===== src/hdl/assert_macros.svh =====
// Assertion helpers for the RTL, included by track_sector_framer.sv.
`ifndef ASSERT_MACROS_SVH
`define ASSERT_MACROS_SVH

// Same-cycle implication, checked on the rising clock edge outside reset.
`define ASSERT_IMPLIES(label, clk, rst_n, ante, cons, msg) \
    label: assert property (@(posedge clk) disable iff (!(rst_n)) (ante) |-> (cons)) \
        else $error(msg);

// Next-cycle implication, checked on the rising clock edge outside reset.
`define ASSERT_NEXT(label, clk, rst_n, ante, cons, msg) \
    label: assert property (@(posedge clk) disable iff (!(rst_n)) (ante) |=> (cons)) \
        else $error(msg);

`endif


===== src/hdl/tsf_pkg.sv =====
package tsf_pkg;

    // Field and state widths.
    localparam int POS_W   = 14;
    localparam int SUM_W   = 16;
    localparam int BYTE_W  = 8;
    localparam int PHASE_W = 3;

    // Track layout.
    localparam int SECTOR_BYTES = 2558;
    localparam int GAP_BYTES    = 448;
    localparam int FILL_MIN     = 'hDF;

    localparam logic [POS_W-1:0] GAP_END    = POS_W'(GAP_BYTES);
    localparam logic [POS_W-1:0] DATA_END   = POS_W'(GAP_BYTES + 1 + SECTOR_BYTES);
    localparam logic [POS_W-1:0] MIN_LEN    = POS_W'(SECTOR_BYTES + 2 + FILL_MIN);
    localparam logic [POS_W-1:0] LEN_RESET  = POS_W'(6250);

    localparam logic [BYTE_W-1:0] GAP_VALUE  = 8'h00;
    localparam logic [BYTE_W-1:0] SYNC_VALUE = 8'hFF;

    // Phase codes.
    localparam logic [PHASE_W-1:0] PHASE_GAP  = 3'd0;
    localparam logic [PHASE_W-1:0] PHASE_SYNC = 3'd1;
    localparam logic [PHASE_W-1:0] PHASE_DATA = 3'd2;
    localparam logic [PHASE_W-1:0] PHASE_CSUM = 3'd3;
    localparam logic [PHASE_W-1:0] PHASE_FILL = 3'd4;

    // Swap bit 0 with bit 7, bit 1 with bit 6, and so on.
    function automatic logic [BYTE_W-1:0] reverse8(input logic [BYTE_W-1:0] v);
        logic [BYTE_W-1:0] r;
        for (int b = 0; b < BYTE_W; b++) begin
            r[b] = v[BYTE_W-1-b];
        end
        return r;
    endfunction

endpackage


===== src/hdl/track_sector_framer.sv =====
// Channel   Direction  Transaction
// s_*       in         one request for the next track byte (data byte, restart)
// m_*       out        one track byte with its phase and flags
// cfg_*     in         write of the track length, no handshake
//
// Each input transaction yields exactly one output transaction, registered and valid in the following cycle.
// A new transaction is accepted every cycle; the one-deep output register sets
// the rate, so throughput is one byte per cycle while m_tready stays high.
// When the output register is full and m_tready is low, s_tready drops.
// Reset (aresetn low, synchronous) clears position, checksum, the output valid
// and loads the track length with 6250.
`include "assert_macros.svh"

module track_sector_framer (
    input  logic                          aclk,
    input  logic                          aresetn,
    // Configuration
    input  logic                          cfg_wr_en,
    input  logic [tsf_pkg::POS_W-1:0]     cfg_wr_data,   // track_length
    // Input stream
    input  logic                          s_tvalid,
    output logic                          s_tready,
    input  logic [7:0]                    s_tdata,       // [7:0] data_byte
    input  logic [0:0]                    s_tuser,       // [0] restart
    // Output stream
    output logic                          m_tvalid,
    input  logic                          m_tready,
    output logic [7:0]                    m_tdata,       // [7:0] track_byte
    output logic [4:0]                    m_tuser,       // [0] data_taken, [3:1] phase,
                                                         // [4] too_short
    output logic                          m_tlast        // last
);
    import tsf_pkg::*;

    logic [POS_W-1:0]   track_len_reg;
    logic [POS_W-1:0]   pos_reg, pos_next;
    logic [SUM_W-1:0]   sum_reg, sum_next;
    logic               m_valid_reg;
    logic [BYTE_W-1:0]  byte_reg, byte_next;
    logic               taken_reg, taken_next;
    logic [PHASE_W-1:0] phase_reg, phase_next;
    logic               last_reg, last_next;
    logic               short_reg, short_next;

    logic               s_fire;
    logic [POS_W-1:0]   pos_base;
    logic [SUM_W-1:0]   sum_base;
    logic [POS_W:0]     pos_inc;
    logic [BYTE_W-1:0]  raw_byte;

    assign s_fire   = s_tvalid && s_tready;
    assign s_tready = !m_valid_reg || m_tready;

    // Next track byte and state update for the accepted transaction.
    always_comb begin
        pos_base   = s_tuser[0] ? '0 : pos_reg;
        sum_base   = s_tuser[0] ? '0 : sum_reg;
        pos_inc    = {1'b0, pos_base} + (POS_W+1)'(1);
        raw_byte   = GAP_VALUE;
        taken_next = 1'b0;
        phase_next = PHASE_GAP;
        last_next  = 1'b0;
        short_next = 1'b0;
        pos_next   = pos_base;
        sum_next   = sum_base;

        if (track_len_reg < MIN_LEN) begin
            // Track cannot hold the sector: report and keep the state, which only a restart clears.
            short_next = 1'b1;
        end else begin
            if (pos_base < GAP_END) begin
                raw_byte   = GAP_VALUE;
                phase_next = PHASE_GAP;
            end else if (pos_base == GAP_END) begin
                raw_byte   = SYNC_VALUE;
                phase_next = PHASE_SYNC;
            end else if (pos_base < DATA_END) begin
                sum_next   = sum_base + SUM_W'(s_tdata);
                raw_byte   = s_tdata;
                taken_next = 1'b1;
                phase_next = PHASE_DATA;
            end else if (pos_base == DATA_END) begin
                raw_byte   = sum_base[BYTE_W-1:0];
                phase_next = PHASE_CSUM;
            end else if (pos_base == DATA_END + POS_W'(1)) begin
                raw_byte   = sum_base[SUM_W-1:BYTE_W];
                phase_next = PHASE_CSUM;
            end else begin
                raw_byte   = sum_base[SUM_W-1:BYTE_W];
                phase_next = PHASE_FILL;
            end

            // End of track wraps position and checksum.
            if (pos_inc >= {1'b0, track_len_reg}) begin
                last_next = 1'b1;
                pos_next  = '0;
                sum_next  = '0;
            end else begin
                pos_next  = pos_inc[POS_W-1:0];
            end
        end

        byte_next = short_next ? '0 : reverse8(raw_byte);
    end

    // Configuration register and framing state.
    always_ff @(posedge aclk) begin
        if (!aresetn) begin
            track_len_reg <= LEN_RESET;
            pos_reg       <= '0;
            sum_reg       <= '0;
        end else begin
            if (cfg_wr_en) begin
                track_len_reg <= cfg_wr_data;
            end
            if (s_fire) begin
                pos_reg <= pos_next;
                sum_reg <= sum_next;
            end
        end
    end

    // Output register valid.
    always_ff @(posedge aclk) begin
        if (!aresetn) begin
            m_valid_reg <= 1'b0;
        end else if (s_fire) begin
            m_valid_reg <= 1'b1;
        end else if (m_tready) begin
            m_valid_reg <= 1'b0;
        end
    end

    // Output register payload.
    always_ff @(posedge aclk) begin
        if (s_fire) begin
            byte_reg  <= byte_next;
            taken_reg <= taken_next;
            phase_reg <= phase_next;
            last_reg  <= last_next;
            short_reg <= short_next;
        end
    end

    assign m_tvalid = m_valid_reg;
    assign m_tdata  = byte_reg;
    assign m_tuser  = {short_reg, phase_reg, taken_reg};
    assign m_tlast  = last_reg;

    // Checks on the framing logic.
    `ASSERT_IMPLIES(a_short_clean, aclk, aresetn, m_valid_reg && short_reg,
                    byte_reg == '0 && !last_reg && !taken_reg && phase_reg == PHASE_GAP,
                    "too_short result carries payload")
    `ASSERT_IMPLIES(a_taken_data, aclk, aresetn, m_valid_reg && taken_reg,
                    phase_reg == PHASE_DATA, "data taken outside the data phase")
    `ASSERT_NEXT(a_wrap_clear, aclk, aresetn, s_fire && last_next,
                 pos_reg == '0 && sum_reg == '0, "state not cleared after the last byte")
    `ASSERT_IMPLIES(a_ready_empty, aclk, aresetn, !m_valid_reg, s_tready,
                    "input stalled with empty output register")

endmodule


===== config.mk =====
export PLATFORM = sky130hd
export DESIGN_NAME = track_sector_framer
export DESIGN_NICKNAME = d
export VERILOG_FILES = /design/src/hdl/tsf_pkg.sv /design/src/hdl/track_sector_framer.sv
export VERILOG_INCLUDE_DIRS = /design/src /design/src/hdl
export SDC_FILE = /design/constraint.sdc
export NUM_CORES = 1
export LEC_CHECK = 0
export BUFFER_PORTS_ARGS = -buffer_cell sky130_fd_sc_hd__clkbuf_2
export CAP_MARGIN = 15
export CORE_UTILIZATION = 54
export DETAILED_ROUTE_END_ITERATION = 12
export GPL_ROUTABILITY_DRIVEN = 0
export HOLD_SLACK_MARGIN = 0.08
export PLACE_DENSITY = 0.74
export SLEW_MARGIN = 20
export SYNTH_ARGS = -nofsm -noshare
export SYNTH_HDL_FRONTEND = slang
export SYNTH_SLANG_ARGS = --single-unit

===== constraint.sdc =====
create_clock -name aclk -period 4.3 [get_ports aclk]
set_input_delay 0.86 -clock aclk [delete_from_list [all_inputs] [get_ports aclk]]
set_output_delay 0.86 -clock aclk [all_outputs]
set_load 0.02 [all_outputs]

== After elaboration in Yosys (flattened, before gate mapping) ==
Index checks and enable logic that the tools add are counted.

* Add/sub/neg operators: 2
* Multipliers: 0
* Divide/modulo/power cells: 0
* Order comparisons: 4
* Equal/unequal tests: 3
* Shifts and indexed selects: 0
* Mux-type cells: 21
* Bitwise gates (word level): 0
* Reductions and logical operators: 8

{| class="wikitable"
|+ Operators by type and width
! cell !! number
|-
| 16-bit 2-to-1 mux || 6
|-
| 14-bit 2-to-1 mux || 3
|-
| 14-bit by 12-bit == test with 1-bit output, second input constant || 2
|-
| 14-bit by 12-bit less-than comparator with 1-bit output, second input constant || 2
|-
| 8-bit 2-to-1 mux || 3
|-
| 16-bit by 8-bit adder with 16-bit output || 1
|-
| 14-bit by 1-bit adder with 15-bit output, second input constant || 1
|-
| 15-bit by 14-bit greater-or-equal comparator with 1-bit output || 1
|-
| 14-bit by 9-bit == test with 1-bit output, second input constant || 1
|-
| 14-bit by 9-bit less-than comparator with 1-bit output, second input constant || 1
|-
| 1-bit 2-to-1 mux || 6
|-
| 3-bit OR reduction || 2
|-
| 5-bit OR reduction || 1
|-
| 2-bit 2-to-1 mux || 2
|-
| 3-bit 2-to-1 mux || 1
|-
| 2-bit nonzero test || 1
|-
| 2-bit OR reduction || 1
|-
| 1-bit logical AND || 1
|-
| 1-bit zero test || 1
|-
| 1-bit logical OR || 1
|}

* Register bits: 59
* Bits in latches: 0
* RAM bits: 0
* Memory bits (read-only): 0
* Output and inout bits: 16
* Logic and storage cells: 49
* Memories kept: 0

== Longest topological paths before layout ==
* Word-level depth: 7
* Gate-level depth with buffers: 14

== Worst setup path after synthesis ==
Ideal clock, no wire load.

* Path kind: in2reg
* Start: input port s_tuser
* End: register pos_reg[11]
* Setup time: 0.074 ns
* Arrival time: 3.767 ns
* Data required time: 4.226 ns
* Slack: 0.459 ns
* Stages on the path: 12
* Cells stage by stage: buf_6 > clkbuf_1 > clkbuf_1 > clkbuf_1 > a21oi_1 > ha_1 > a211o_1 > o311ai_4 > a31oi_4 > or2_4 > or4_1 > a31oi_1

* Longest elaborated chain between the ends: 5

{| class="wikitable"
|+ RTL lines
! element !! RTL line !! text
|-
| start, declared || track_sector_framer.sv:24 || <nowiki>input logic [0:0] s_tuser,</nowiki>
|-
| 14-bit 2-to-1 mux (*) || track_sector_framer.sv:56 || <nowiki>pos_base = s_tuser[0] ? '0 : pos_reg;</nowiki>
|-
| 14-bit by 1-bit adder with 15-bit output || track_sector_framer.sv:58 || <nowiki>pos_inc = {1'b0, pos_base} + (POS_W+1)'(1);</nowiki>
|-
| 15-bit by 14-bit greater-or-equal comparator with 1-bit output || track_sector_framer.sv:94 || <nowiki>if (pos_inc >= {1'b0, track_len_reg}) begin</nowiki>
|-
| 14-bit 2-to-1 mux || track_sector_framer.sv:94 ||
|-
| 14-bit 2-to-1 mux (*) || track_sector_framer.sv:67 || <nowiki>if (track_len_reg < MIN_LEN) begin</nowiki>
|-
| end signal, assigned || track_sector_framer.sv:117 || <nowiki>pos_reg <= pos_next;</nowiki>
|-
| end, declared || track_sector_framer.sv:36 || <nowiki>logic [POS_W-1:0] pos_reg, pos_next;</nowiki>
|}

Every way passes the cells marked *; elsewhere a longest branch is shown, timed or not.
A chain may end at the register's enable or synchronous reset.

== Worst setup path after layout ==
Same ends and word-level chain as after synthesis.

==> results_dict.tcl <==
set metrics [dict create \
    cts_resized 0 \
    place_ws_ns 0.220 \
    final_common_cell "nor2_1" \
    tightest_slew_ns 0.680 \
    ys_types 69 \
    ant_nets 0 \
    htreeDepth 3 \
    io_pins 44 \
    grt_pass1_wl_um 17200 \
    setup_violations 0 \
    yosysSeqAreaShare 0.323 \
    clk_pin_slew_ns 0.07 \
    synth_async_sr_flop_share 0 \
    placed_cells 621 \
    cts_hold_buf 0 \
    rsz0062_at_grt "false" \
    gr-usage-met3 0.0572 \
    cts_setup_buffers 0 \
    via_count 3918 \
    antenna_cells 0 \
    cts_buffers 9 \
    root_buffer "clkbuf_8" \
    cts_tree "done" \
    ys_ff_latch 59 \
    core_area_um2 7290 \
    finalClockSkew_ns 0.0104 \
    critPathMaxFanout 9 \
    hold_slack_ns 0.498 \
    post-route-period-util 0.875 \
    crit_required_ns 4.58 \
    fp.dieArea_um2 7920 \
    r2r-start "pos_reg[2]" \
    cap_violations 0 \
    p_per_area_nw_per_um2 295 \
    grt_max_degree 26 \
    met1_usage 0.406 \
    syn_to_final_growth_pct 12.8 \
    syn_avg_cell_area_um2 8.21 \
    die_x_um 89.0 \
    final_cell_mix "61 x nor2_1, 49 x nand2_1, 45 x dfxtp_1" \
    irDropWorstVdd_mv 0.190 \
    syn_nets 547 \
    synth_area_um2 4090 \
    drive_above_1_share 0.171 \
    arrival_ns 4.04 \
    use_met2 0.438 \
    ys_top_cells_by_area "dfxtp_1 22%, edfxtp_1 10%, ha_1 6.4%" \
    crit_path_start_kind "primary input" \
    hold_viol 0 \
    crit_path_end_kind "flip-flop" \
    first_iter_violations 507 \
    p_leak_nw 1.86 \
    drc 0 \
    synth-main-ff-cell "dfxtp_1" \
    slew_viol_final 0 \
    hp-start "sum_reg[6]" \
    status "finished clean" \
    max_freq_mhz 266 \
    r2r-end "pos_reg[11]" \
    crit_type "in -> reg" \
    period_minus_slack_ns 3.76 \
    fp-row-count 31 \
    final.setup.tns_ns 0 \
    hold_depth 2 \
    holdPathEnd "sum_reg[6]" \
    cts_sinks 59 \
    clk_latency_ns 0.36 \
    initial_core_util 0.561 \
    worst_slack_ns 0.538 \
    hold_class "reg -> reg" \
    synth_warnings 0 \
    reg2reg_depth 12 \
    largest_reg_flops 16 \
    wirelength_um 10700 \
    netlist_instances 498 \
    dp_hpwl_um 7600 \
    io_buffer_count 43 \
    antenna_found_initial 0 \
    final_net_count 582 \
    yosysTopAreaCell "dfxtp_1" \
    firstDrtPassIters 5 \
    max-slew-margin-rel 0.546 \
    die_height_um 89.0 \
    rrSetupSlack_ns 0.64 \
    cts_buffer_depth 2 \
    synth_edf_count 14 \
    wl_per_cell_um 16.7 \
    grt_busiest_layer "met2" \
    p_total_mw 1.36 \
    final_cells 637 \
    grtUsageTotal 0.286 \
    yosys.area.top_type_share 0.220 \
    grt-ovfl-total 0 \
    viasPerCell 6.15 \
    grt_pass1_vias 3554 \
]
worst max path at each step:
stage | from | slack [ns] | cells past startpoint | end
after CTS | s_tuser | 0.56 | 13 | pos_reg[11]
final | s_tuser | 0.54 | 13 | pos_reg[11]
after detailed placement | s_tuser | 0.22 | 13 | pos_reg[11]
after global placement | s_tuser | 0.33 | 13 | pos_reg[11]
after floorplan | s_tuser | 0.46 | 12 | pos_reg[11]
after global routing | s_tuser | 0.34 | 13 | sum_reg[8]
metal layers:
metal | vias up | routed length, um
met5 | - | 0
met4 | 0 | 126
met3 | 14 | 938
met2 | 196 | 4790
met1 | 1832 | 4810
li1 | 1876 | -
area by class of cell:
class,instances,area [um^2]
Inverter,27,101
Sequential cell,59,1320
Fill cell,646,2680
Clock inverter,6,104
Multi-Input combinational cell,380,2520
Timing Repair Buffer,56,313
Clock buffer,10,128
Tap cell,99,124
through the flow:
step | util | area (um^2)
after floorplan | - | 4090
after global placement | 0.601 | 4380
after detailed placement | 0.601 | 4380
after CTS | 0.632 | 4610
after global routing | 0.632 | 4610
final | 0.632 | 4610
cell usage after synthesis (3+ instances only):
library cell   n
nor2b_1       10
nand4b_1       4
nor4b_1        4
nand2b_1       9
nand2_1       49
o22ai_1       11
a211o_1        4
a21oi_1       25
nor3_2         3
ha_1          21
mux2i_1       18
xor2_1         4
o21ai_1        6
a22oi_1        8
a31oi_1       11
o211ai_1       9
clkbuf_1      17
nor2_1        61
nor3_1        15
o31ai_1        4
nand4_1        9
buf_1          4
nand3_1       21
xnor2_1       14
dfxtp_1       45
nand3b_1       4
inv_1         25
edfxtp_1      14
buf_2          8
o21ai_0       14
where the power goes:
part	switching [mW]	internal [mW]	leakage (nW)
registers	0.0103	0.584	0.505
logic	0.0966	0.0530	1.24
clock network	0.234	0.381	0.118
cells by family (layout without fill, tap and decap cells):
| family | Yosys count | count (layout) | share of synthesized area |
|---|---|---|---|
| flip-flops | 59 | 59 | 0.323 |
| XOR/XNOR | 18 | 18 | 0.0386 |
| AND/OR/NAND/NOR | 208 | 208 | 0.265 |
| multiplexers | 20 | 20 | 0.0496 |
| buffers and inverters | 59 | 99 | 0.0603 |
| AO/OA/AOI/OAI | 113 | 113 | 0.199 |
| adder cells (fa/ha/maj) | 21 | 21 | 0.0643 |
critical path, cell delays in order:
cell and delay (ns):
clkbuf_2 0.14, nand2b_2 0.26, nor4_4 0.40, nand2_1 0.19, xnor2_1 0.17, ha_1 0.31
a21oi_1 0.17, a21oi_1 0.12, a311oi_4 0.33, a31oi_4 0.19, or2_4 0.30, or4_1 0.46
a31oi_1 0.13
(Power assumes the default switching activity.)
